--- config.mk ---
export PLATFORM = sky130hd
export DESIGN_NAME = sssp_ctrl
export DESIGN_NICKNAME = d
export VERILOG_FILES = /design/src/sv/sssp_pkg.sv /design/src/sv/sssp_ctrl.sv
export SDC_FILE = /design/constraint.sdc
export NUM_CORES = 1
export LEC_CHECK = 0
export BUFFER_PORTS_ARGS = -buffer_cell sky130_fd_sc_hd__buf_2
export CORE_AREA = 4 4 41 43
export CTS_CLUSTER_DIAMETER = 80
export CTS_CLUSTER_SIZE = 28
export DETAILED_ROUTE_END_ITERATION = 12
export DIE_AREA = 0 0 45 47
export HOLD_SLACK_MARGIN = 0.1
export PLACE_DENSITY = 0.8
export SYNTH_ARGS = -nofsm -noshare
export SYNTH_HDL_FRONTEND = slang
export SYNTH_SLANG_ARGS = --single-unit
export TNS_END_PERCENT = 5
--- constraint.sdc ---
create_clock -name clk_i -period 2.5 [get_ports clk_i]
set_input_delay 0.375 -clock clk_i [delete_from_list [all_inputs] [get_ports clk_i]]
set_output_delay 0.375 -clock clk_i [all_outputs]
set_load 0.01 [all_outputs]
--- src/sv/sssp_pkg.sv ---
// Package for the shortest path unit: operation codes, controller state type,
// command/status structs and shared constants. No dependencies.
`timescale 1ns / 1ps
package sssp_pkg;

  localparam logic [1:0] OP_CLEAR = 2'd0;
  localparam logic [1:0] OP_ADD   = 2'd1;
  localparam logic [1:0] OP_RUN   = 2'd2;

  localparam logic [19:0] DIST_INF  = 20'd999999;
  localparam logic [6:0]  PRED_NONE = 7'h7F;

  typedef enum logic [3:0] {
    ST_IDLE,
    ST_CLEAR,
    ST_ADD_RD,
    ST_ADD_WR,
    ST_INIT,
    ST_SCAN,
    ST_RELAX_RD,
    ST_RELAX,
    ST_EMIT
  } state_e;

  // Controller to datapath commands.
  typedef struct packed {
    logic load;      // capture the input beat
    logic clr_wr;    // write no-edge at the sweep index
    logic add_rd;    // read the forward entry of the new edge
    logic add_wr;    // write back both directed entries
    logic init_wr;   // initialize working entry at the sweep index
    logic scan_step; // compare one node during the minimum search
    logic scan_done; // mark the chosen node visited
    logic relax_rd;  // issue read of one edge of the chosen node
    logic relax_wr;  // apply relaxation of the edge read last cycle
    logic emit;      // present one result
    logic cnt_clr;   // reset the sweep index
    logic cnt_inc;   // advance the sweep index
    logic iter_clr;  // reset the outer iteration counter
    logic iter_inc;  // advance the outer iteration counter
  } cmd_t;

  // Datapath to controller status.
  typedef struct packed {
    logic [1:0] op;
    logic       add_ok;     // both endpoints in range
    logic       start_ok;   // start node below the active count
    logic       cnt_last;   // sweep index at its final value
    logic       prev_last;  // index of the edge read last cycle is the final node
    logic       clr_last;   // clear sweep at its final entry
    logic       iter_last;  // outer iterations finished
    logic       found;      // minimum search found a node
  } sts_t;

endpackage

--- src/sv/sssp_ctrl.sv ---
// Controller state machine for the shortest path unit.
// Depends on sssp_pkg.
`timescale 1ns / 1ps
module sssp_ctrl (
  input  logic          clk_i,
  input  logic          rst_ni,
  input  logic          start,
  output logic          busy,
  input  sssp_pkg::sts_t sts_i,
  output sssp_pkg::cmd_t cmd_o
);

  sssp_pkg::state_e state_q, state_d;

  // State register; reset starts with a sweep that empties the edge store.
  always_ff @(posedge clk_i or negedge rst_ni) begin
    if (!rst_ni) begin
      state_q <= sssp_pkg::ST_CLEAR;
    end else begin
      state_q <= state_d;
    end
  end

  // Next state and commands.
  always_comb begin
    state_d = state_q;
    cmd_o   = '0;
    busy    = 1'b1;
    unique case (state_q)
      sssp_pkg::ST_IDLE: begin
        busy = 1'b0;
        if (start) begin
          cmd_o.load    = 1'b1;
          cmd_o.cnt_clr = 1'b1;
          cmd_o.iter_clr = 1'b1;
          state_d = sssp_pkg::ST_INIT;
        end
      end
      sssp_pkg::ST_INIT: begin
        // First cycle after the beat: decode the operation; runs initialize.
        case (sts_i.op)
          sssp_pkg::OP_CLEAR: state_d = sssp_pkg::ST_CLEAR;
          sssp_pkg::OP_ADD: begin
            if (sts_i.add_ok) begin
              cmd_o.add_rd = 1'b1;
              state_d = sssp_pkg::ST_ADD_RD;
            end else begin
              state_d = sssp_pkg::ST_IDLE;
            end
          end
          sssp_pkg::OP_RUN: begin
            cmd_o.init_wr = 1'b1;
            cmd_o.cnt_inc = 1'b1;
            if (sts_i.cnt_last) begin
              cmd_o.cnt_clr = 1'b1;
              state_d = sts_i.start_ok ? sssp_pkg::ST_SCAN : sssp_pkg::ST_EMIT;
            end
          end
          default: state_d = sssp_pkg::ST_IDLE;
        endcase
      end
      sssp_pkg::ST_CLEAR: begin
        cmd_o.clr_wr  = 1'b1;
        cmd_o.cnt_inc = 1'b1;
        if (sts_i.clr_last) begin
          state_d = sssp_pkg::ST_IDLE;
        end
      end
      sssp_pkg::ST_ADD_RD: begin
        // Hold the read address so the entry is still on the read port.
        cmd_o.add_rd = 1'b1;
        state_d = sssp_pkg::ST_ADD_WR;
      end
      sssp_pkg::ST_ADD_WR: begin
        cmd_o.add_wr = 1'b1;
        state_d = sssp_pkg::ST_IDLE;
      end
      sssp_pkg::ST_SCAN: begin
        cmd_o.scan_step = 1'b1;
        cmd_o.cnt_inc   = 1'b1;
        if (sts_i.cnt_last) begin
          cmd_o.cnt_clr = 1'b1;
          state_d = sssp_pkg::ST_RELAX_RD;
        end
      end
      sssp_pkg::ST_RELAX_RD: begin
        // Search result is settled here.
        if (!sts_i.found || sts_i.iter_last) begin
          state_d = sssp_pkg::ST_EMIT;
        end else begin
          cmd_o.scan_done = 1'b1;
          cmd_o.relax_rd  = 1'b1;
          cmd_o.cnt_inc   = 1'b1;
          state_d = sssp_pkg::ST_RELAX;
        end
      end
      sssp_pkg::ST_RELAX: begin
        // Edge data for the previous index is available; the sweep ends once
        // the final node's edge has been applied.
        cmd_o.relax_wr = 1'b1;
        if (sts_i.prev_last) begin
          cmd_o.cnt_clr  = 1'b1;
          cmd_o.iter_inc = 1'b1;
          state_d = sssp_pkg::ST_SCAN;
        end else begin
          cmd_o.relax_rd = 1'b1;
          cmd_o.cnt_inc  = 1'b1;
        end
      end
      sssp_pkg::ST_EMIT: begin
        cmd_o.emit    = 1'b1;
        cmd_o.cnt_inc = 1'b1;
        if (sts_i.cnt_last) begin
          state_d = sssp_pkg::ST_IDLE;
        end
      end
      default: state_d = sssp_pkg::ST_IDLE;
    endcase
  end

  // A run never reports before a beat was taken.
  assert property (@(posedge clk_i) disable iff (!rst_ni)
    cmd_o.emit |-> busy)
    else $error("emit while idle");
  // Only one memory access kind per cycle toward the edge store.
  assert property (@(posedge clk_i) disable iff (!rst_ni)
    $onehot0({cmd_o.clr_wr, cmd_o.add_rd, cmd_o.add_wr, cmd_o.relax_rd}))
    else $error("edge store conflict");
  // A loaded beat always leaves idle.
  assert property (@(posedge clk_i) disable iff (!rst_ni)
    cmd_o.load |=> state_q != sssp_pkg::ST_IDLE)
    else $error("beat lost");

endmodule

# Word level (Yosys, flattened, before mapping)
# Index checks and enable logic that the tools add are counted.
[classes] n_eq_ne=16 n_mux=35 reduce_logical=6
[ops] op="$mux W4" n=8
[ops] op="$pmux W4 S8" n=1
[ops] op="$mux W1" n=18
[ops] op="$eq A4 B3 Y1 const B" n=4
[ops] op="$pmux W4 S3" n=1
[ops] op="$ne A2 B2 Y1 const B" n=5
[ops] op="$eq A4 B2 Y1 const B" n=2
[ops] op="$pmux W1 S4" n=2
[ops] op="$mux W2" n=3
[ops] op="$reduce_and A6 Y1" n=1
[ops] op="$eq A4 B1 Y1 const B" n=1
[ops] op="$eq A4 B4 Y1 const B" n=1
[ops] op="$logic_not A4 Y1" n=1
[ops] op="$pmux W1 S2" n=2
[ops] op="$ne A3 B3 Y1 const B" n=1
[ops] op="$reduce_or A3 Y1" n=1
[ops] op="$eq A2 B1 Y1 const B" n=1
[ops] op="$eq A2 B2 Y1 const B" n=1
[ops] op="$logic_not A2 Y1" n=1
[ops] op="$logic_not A1 Y1" n=1
[ops] op="$logic_or A1 B1 Y1" n=1
[totals] regBits=4 output_inout_bits=15 wordCells=58

# Logic depth before layout (Yosys ltp)
# Gate-level depths: netlist of the first run.
[logic_depth] depth_word=4 ltp_mapped=6

# Least setup slack after synthesis of the first run
# No wires, ideal clock.
[synth_path] kind="reg-to-output" start="register state_q[0]" end="output port cmd_o[2] (netlist bit)" t_arrival_ps=1496 required_ps=2125 path_slack_ps=629 stages_incl_launch_ff=6 n_path_buf=1 path_cell_list="dfstp_2 > buf_2 > nand2_1 > or3_1 > nand2b_1 > o21bai_1"
[synth_rtl] item="from (decl)" line="sssp_ctrl.sv:13" source="sssp_pkg::state_e state_q, state_d;"
[synth_rtl] item="from (signal assigned)" line="sssp_ctrl.sv:18" source="state_q <= sssp_pkg::ST_CLEAR;"
[synth_rtl] item="from (signal assigned)" line="sssp_ctrl.sv:20" source="state_q <= state_d;"
[synth_rtl] item="to (decl)" line="sssp_ctrl.sv:10" source="output sssp_pkg::cmd_t cmd_o"

==> results of run 1 <==
metrics by stage:
step / std cells / area [µm²] / hold slack [ns]
floorplan: 64 / 508 / 0.0794
detailed placement: 99 / 606 / 0.185
global route: 104 / 642 / 0.397
finish: 104 / 642 / 0.392
global placement: 99 / 606 / 0.180
CTS: 104 / 642 / 0.390
path summary, 6_finish.rpt:
kind                       cells past startpoint  startpoint  slack [ns]         end
hold reg to reg                                1  state_q[0]        0.74  state_q[0]
hold / removal                                 2    sts_i[4]        0.39  state_q[3]
max in group asynchronous                      2      rst_ni        1.85  state_q[0]
min in group asynchronous                      2      rst_ni        0.45  state_q[2]
setup / recovery                               5  state_q[0]        0.21    cmd_o[2]
setup reg to reg                               4  state_q[2]        0.67  state_q[0]
layout make-up:
type | count | area (µm²) | area share [%]
sequential | 4 | 101 | 15.8
inverter | 5 | 18.8 | 2.92
tap | 15 | 18.8 | 2.92
multi-input combinational | 49 | 337 | 52.4
clock buffer | 4 | 26.3 | 4.09
timing repair buffer | 27 | 140 | 21.8
layer usage:
layer | global-route usage, % | vias up
met5 | 0 | -
met4 | 13.5 | 0
met3 | 1.53 | 6
met2 | 24.3 | 59
met1 | 20.2 | 270
li1 | - | 276
critical path: stages (launching register included):
cell and delay (ns):
dfstp_2 0.69, nand2_1 0.17, or3_1 0.41, nand2b_1 0.14, o21bai_1 0.11, buf_2 0.14
cells by family after synthesis:
family	count (synthesis)	synth area share, %
and+or+nand+nor	35	44.1
AOI/OAI and AO/OA	12	17.2
buffers and inverters	11	13.8
DFF	4	20.0
muxes	2	4.93
power by group:
part           switching [mW]  internal (mW)  leakage [nW]  total [mW]
logic                   0.209          0.199         0.294       0.408
clock network          0.0355         0.0605        0.0150      0.0960
registers              0.0788         0.0935        0.0501       0.172
total                   0.324          0.353         0.359       0.677
cells in the mapped netlist, types with 2 or more instances:
cell type / n / share of area (%)
a2bb2oi_1: 2 / 3.4
and3_4: 2 / 4.4
buf_2: 2 / 2.0
buf_6: 3 / 6.6
dfrtp_1: 3 / 15
inv_1: 5 / 3.7
nand2_1: 4 / 3.0
nand2b_1: 2 / 2.5
nand3_1: 3 / 3.0
nor2_1: 6 / 4.4
nor2b_1: 4 / 4.9
nor3_1: 4 / 3.9
nor4b_1: 2 / 3.4
repair_timing:
item	4_1_cts	5_1_grt
endpoints found under the hold margin	3	0
hold buffers	1	0
endpoints found under the setup margin	0	0
==> key figures, run 1 <==
Clocking
  – CTS tree: done
  – H-tree levels: 1
  – CTS buffer count: 3
  – Clock Root Buffer: clkbuf_4
  – Clock Sink Count: 4
  – Post-CTS Setup Inserts: 0
  – Worst skew pair latency: approximately 0.25 ns
  – Clk buf depth: 2
  – Post-CTS sizing: 0
  – Clk slew on worst S/H paths: 0.04 ns

Route
  – DR WL/cell: roughly 15 µm
  – Met3 WL: roughly 200 µm
  – Metal2 WL: roughly 750 µm
  – Top routing layer in use: met4
  – DR pass1 iterations: 4
  – Final ANT Viol Nets: 0
  – Drt drc: 0
  – 1st-iter DRT viols: 22
  – Met1 WL: ~570 µm
  – Via count: 611
  – WL final: around 1600 µm
  – Vias per inst: 5.88

Final layout
  – Register with the most flip-flops: state_q
  – Commonest cells after routing, fill and taps aside: buf_2, nor2_1, inv_1
  – Layout filler cell count: 124
  – Area delta synth->final: 26.4%
  – Max FFs per register: 4
  – Commonest non-fill, non-tap cell in the layout: buf_2
  – Layout cells sized above 1: between 40% and 50%
  – Core Util, Final: 49.3%
  – Final nets: approximately 100
  – Number of diodes: 0
  – Largest regs: state_q: 4 flops

Pwr
  – PwrDens: roughly 1100 nW/µm²
  – Leak: roughly 0.36 nW
  – Total Power: 0.677 mW
  – Worst vdd ir: between 0.3 and 0.4 mV

Floorplanning
  – Die width: roughly 45 µm
  – Die height: 47 µm
  – Initial core utilization: between 30% and 40%
  – Die area: 2120 µm²
  – Core area: 1300 µm²
  – IO Count: 27
  – Std cell rows: 13

GRT
  – Total grt overflow: 0
  – Initial antenna violation count: 0
  – Largest net degree at the start of global routing: 14
  – Vias in the first global route: 549
  – First-pass GRT wire length: roughly 2500 µm
  – Total global-route track usage: 15.9%

Timing
  – Final Max Slew Viols: 0
  – Setup Viol. Count Final: 0
  – Worst-margin pin slew: roughly 0.55 ns
  – Slew headroom: around 63%
  – Final Hold Viols: 0
  – Clock skew: 0.000186 ns
  – Max Clk Rate: between 400 and 500 MHz
  – Min Tclk post-route: about 2.3 ns
  – Fin crit share: around nine tenths
  – Final WS setup: roughly 0.21 ns
  – Unrepaired setup endpoints after global routing: false
  – TNS Setup: 0 ns

Min path
  – Hold Path Class: in -> reg

Synthesis
  – Post-synthesis sequential area ratio: between 10% and 20%
  – Cells after Synth: 64
  – Post-synth design cell area: just over 500 µm²
  – Flops & latches, synth: 4
  – Number of synthesized flops with an enable pin: 0
  – Predominant post-synthesis flop cell: dfrtp_1
  – FFs w/ async S/R, synth: 100%
  – Avg Cell Area, Syn: 7.94 µm²
  – Synth warn: 0
  – Syn_nets: 76
  – Cell variety after synth: 35

Critical path
  – Critical setup path kind: reg -> out
  – Crit path DAT: 1.92 ns
  – CP Launch Type: register
  – Worst EP required: 2.12 ns
  – CP Max Fanout: 13
  – Setup crit end kind: output pin

Placed design
  – Post-DP HPWL: between 1000 and 1500 µm
  – Place WS: between 0.5 and 0.6 ns
  – Routability cong.: ~0.88
  – Port Buffer Count: 26

Job
  – Maxcap violations: 0

Run status
  – Status: complete, no violations
(Power assumes the default switching activity.)
==> run 2: changes to the inputs <==
--- a/config.mk
+++ b/config.mk
@@ -5,6 +5,7 @@
 export SDC_FILE = /design/constraint.sdc
 export NUM_CORES = 1
 export LEC_CHECK = 0
+export ABC_AREA = 1
 export BUFFER_PORTS_ARGS = -buffer_cell sky130_fd_sc_hd__buf_2
 export CORE_AREA = 4 4 41 43
 export CTS_CLUSTER_DIAMETER = 80
@@ -12,7 +13,7 @@
 export DETAILED_ROUTE_END_ITERATION = 12
 export DIE_AREA = 0 0 45 47
 export HOLD_SLACK_MARGIN = 0.1
-export PLACE_DENSITY = 0.8
+export PLACE_DENSITY = 0.79
 export SYNTH_ARGS = -nofsm -noshare
 export SYNTH_HDL_FRONTEND = slang
 export SYNTH_SLANG_ARGS = --single-unit
==> key figures, run 2 <==
Floorplanning
  – Die height: 47 µm (unchanged)
  – Core area: 1300 µm² (unchanged)
  – Die area: 2120 µm² (unchanged)
  – Die width: 45 µm (unchanged)
  – IO Count: 27 (unchanged)
  – Initial core utilization: 38.2% (was 39.0%)
  – Std cell rows: 13 (unchanged)

Job
  – Maxcap violations: 0 (unchanged)

Critical path
  – Reg-to-Reg Start: state_q[0] (was state_q[2])
  – Worst r2r dst: state_q[1] (was state_q[0])
  – Worst R2R Path Depth: 7 (was 4)
  – CP Max Fanout: 5 (was 13)
  – Worst EP required: 2.12 ns (about the same)
  – Crit path DAT: 1.56 ns (was 1.92 ns)
  – Critical setup path kind: reg -> out (unchanged)
  – Setup crit end kind: output pin (unchanged)
  – Reg2reg setup slack: 1.09 ns (was 0.67 ns)
  – CP Launch Type: register (unchanged)

Clocking
  – CTS buffer count: 3 (unchanged)
  – Hold_buf cts: 1 (unchanged)
  – Clock Sink Count: 4 (unchanged)
  – Post-CTS sizing: 0 (unchanged)
  – Worst skew pair latency: 0.25 ns (about the same)
  – Clk slew on worst S/H paths: 0.05 ns (was 0.04 ns)
  – Clk buf depth: 2 (unchanged)
  – CTS tree: done (unchanged)
  – H-tree levels: 1 (unchanged)
  – Clock Root Buffer: clkbuf_4 (unchanged)
  – Post-CTS Setup Inserts: 0 (unchanged)

Synthesis
  – Post-synthesis sequential area ratio: 20.4% (was 20.0%)
  – Number of synthesized flops with an enable pin: 0 (unchanged)
  – Synth warn: 0 (unchanged)
  – Post-synth design cell area: 497 µm² (was 508 µm²)
  – Post-synth top cells: nand2_1, inv_1, nor2_1 (was nor2_1, inv_1, nand2_1, nor2b_1, nor3_1)
  – FFs w/ async S/R, synth: 100% (unchanged)
  – Predominant post-synthesis flop cell: dfrtp_1 (unchanged)
  – Biggest area consumer among synthesized cells: nand2_1 (was dfrtp_1)
  – Flops & latches, synth: 4 (unchanged)
  – Cell with the most instances after synthesis: nand2_1 (was nor2_1)
  – Cell variety after synth: 19 (was 35)
  – Syn_nets: 99 (was 76)
  – Cells after Synth: 87 (was 64)
  – Synth area leaders: nand2_1, dfrtp_1, inv_1 (was dfrtp_1, buf_6, dfstp_2)
  – Avg Cell Area, Syn: 5.71 µm² (was 7.94 µm²)
  – Synth top area share: 18.1% (was 14.8%)

Final layout
  – Commonest non-fill, non-tap cell in the layout: buf_2 (unchanged)
  – Core Util, Final: 51.8% (was 49.3%)
  – Layout cells sized above 1: 35.9% (was 41.6%)
  – Max FFs per register: 4 (unchanged)
  – Number of diodes: 0 (unchanged)
  – Commonest cells after routing, fill and taps aside: buf_2, nand2_1, inv_1, nor2_1, nand3_1 (was buf_2, nor2_1, inv_1)
  – Largest regs: state_q: 4 flops (unchanged)
  – Area delta synth->final: 35.8% (was 26.4%)
  – Final nets: 130 (was 102)
  – Register with the most flip-flops: state_q (unchanged)

Placed design
  – Port Buffer Count: 26 (unchanged)
  – Post-DP HPWL: 1240 µm (was 1130 µm)
  – Routability cong.: 0.893 (was 0.885)
  – Place WS: 0.845 ns (was 0.570 ns)

GRT
  – Initial antenna violation count: 0 (unchanged)
  – Met3 Resource Use GR: 5.36% (was 1.53%)
  – Met2 Usage GRT: 27.4% (was 24.3%)
  – Vias in the first global route: 632 (was 549)
  – Total global-route track usage: 15.6% (was 15.9%)
  – Met1 usage: 17.7% (was 20.2%)
  – First-pass GRT wire length: 2430 µm (was 2470 µm)
  – Largest net degree at the start of global routing: 6 (was 14)
  – Layer with the highest usage: met2 (unchanged)
  – Total grt overflow: 0 (unchanged)

Timing
  – Fin crit share: 77.2% (was 91.7%)
  – TNS Setup: 0 ns (unchanged)
  – Final WS setup: 0.570 ns (was 0.208 ns)
  – Worst-margin pin slew: 0.261 ns (was 0.546 ns)
  – Unrepaired setup endpoints after global routing: false (unchanged)
  – Final Max Slew Viols: 0 (unchanged)
  – Slew headroom: 82.5% (was 63.1%)
  – Min Tclk post-route: 1.93 ns (was 2.29 ns)
  – Clock skew: 0.0117 ns (was 0.000186 ns)
  – Setup Viol. Count Final: 0 (unchanged)
  – Max Clk Rate: 518 MHz (was 436 MHz)
  – Final Hold Viols: 0 (unchanged)

Min path
  – Hold_sp: sts_i[4] (unchanged)
  – Hold Path Class: in -> reg (unchanged)
  – Hold path depth: 4 (was 2)
  – WHS Endpoint: state_q[3] (unchanged)

Pwr
  – Leak: 0.463 nW (was 0.359 nW)
  – Worst vdd ir: 0.483 mV (was 0.362 mV)
  – Total Power: 0.713 mW (was 0.677 mW)
  – PwrDens: 1060 nW/µm² (was 1050 nW/µm²)

Route
  – DR pass1 iterations: 4 (unchanged)
  – Final ANT Viol Nets: 0 (unchanged)
  – 1st-iter DRT viols: 14 (was 22)
  – Vias per inst: 4.89 (was 5.88)
  – DR WL/cell: 11.0 µm (was 15.2 µm)
  – Via count: 646 (was 611)
  – Drt drc: 0 (unchanged)
  – WL final: 1450 µm (was 1580 µm)

Run status
  – Status: complete, no violations (unchanged)
run 2: routing by layer:
layer	routed length [µm]	up-vias	share of wire, %
li1	-	328	-
met1	611	287	42
met2	714	29	49
met3	106	2	7.3
met4	14	0	0.97
met5	0	-	0
run 2: worst max path at each step:
stage,from,to,slack (ns),cells past startpoint
after floorplan,state_q[0],cmd_o[3],0.86,5
after detailed placement,state_q[0],cmd_o[3],0.85,7
after global routing,state_q[0],cmd_o[3],0.45,7
final,state_q[0],cmd_o[3],0.57,7
after global placement,state_q[0],cmd_o[2],0.88,7
after CTS,state_q[0],cmd_o[3],0.58,7
run 2: area by class of cell:
type                    count  area [µm²]
fillers                   142         627
flip-flops and latches      4         101
well taps                  15        18.8
repair buffers             27         140
inverters                  18        67.6
multi-input cells          64         320
clock buffers               4        26.3
run 2: logic make-up (layout without fill, tap and decap cells):
family	Yosys count	count (layout)	share of synthesized area, %
compound gates	4	4	4.79
buf+inv	19	49	15.1
flops	4	4	20.4
simple gates	60	60	59.7
run 2: report_power, final:
part / internal, mW / switching (mW)
Sequential: 0.0960 / 0.0397
Combinational: 0.175 / 0.311
Clock: 0.0602 / 0.0319
run 2: critical path, stage by stage (launching register included):
cell      delay (ns)
dfstp_2         0.56
inv_1           0.09
nor2_2          0.13
nand2_1         0.14
inv_1           0.09
o21ai_0         0.09
nand3b_1        0.08
buf_2           0.13
run 2: metrics by stage:
step | hold WS [ns] | cell area, µm² | cells
after global routing | 0.440 | 674 | 132
after CTS | 0.423 | 674 | 132
after floorplan | 0.0794 | 497 | 87
after global placement | 0.179 | 638 | 127
after detailed placement | 0.181 | 638 | 127
final | 0.420 | 674 | 132
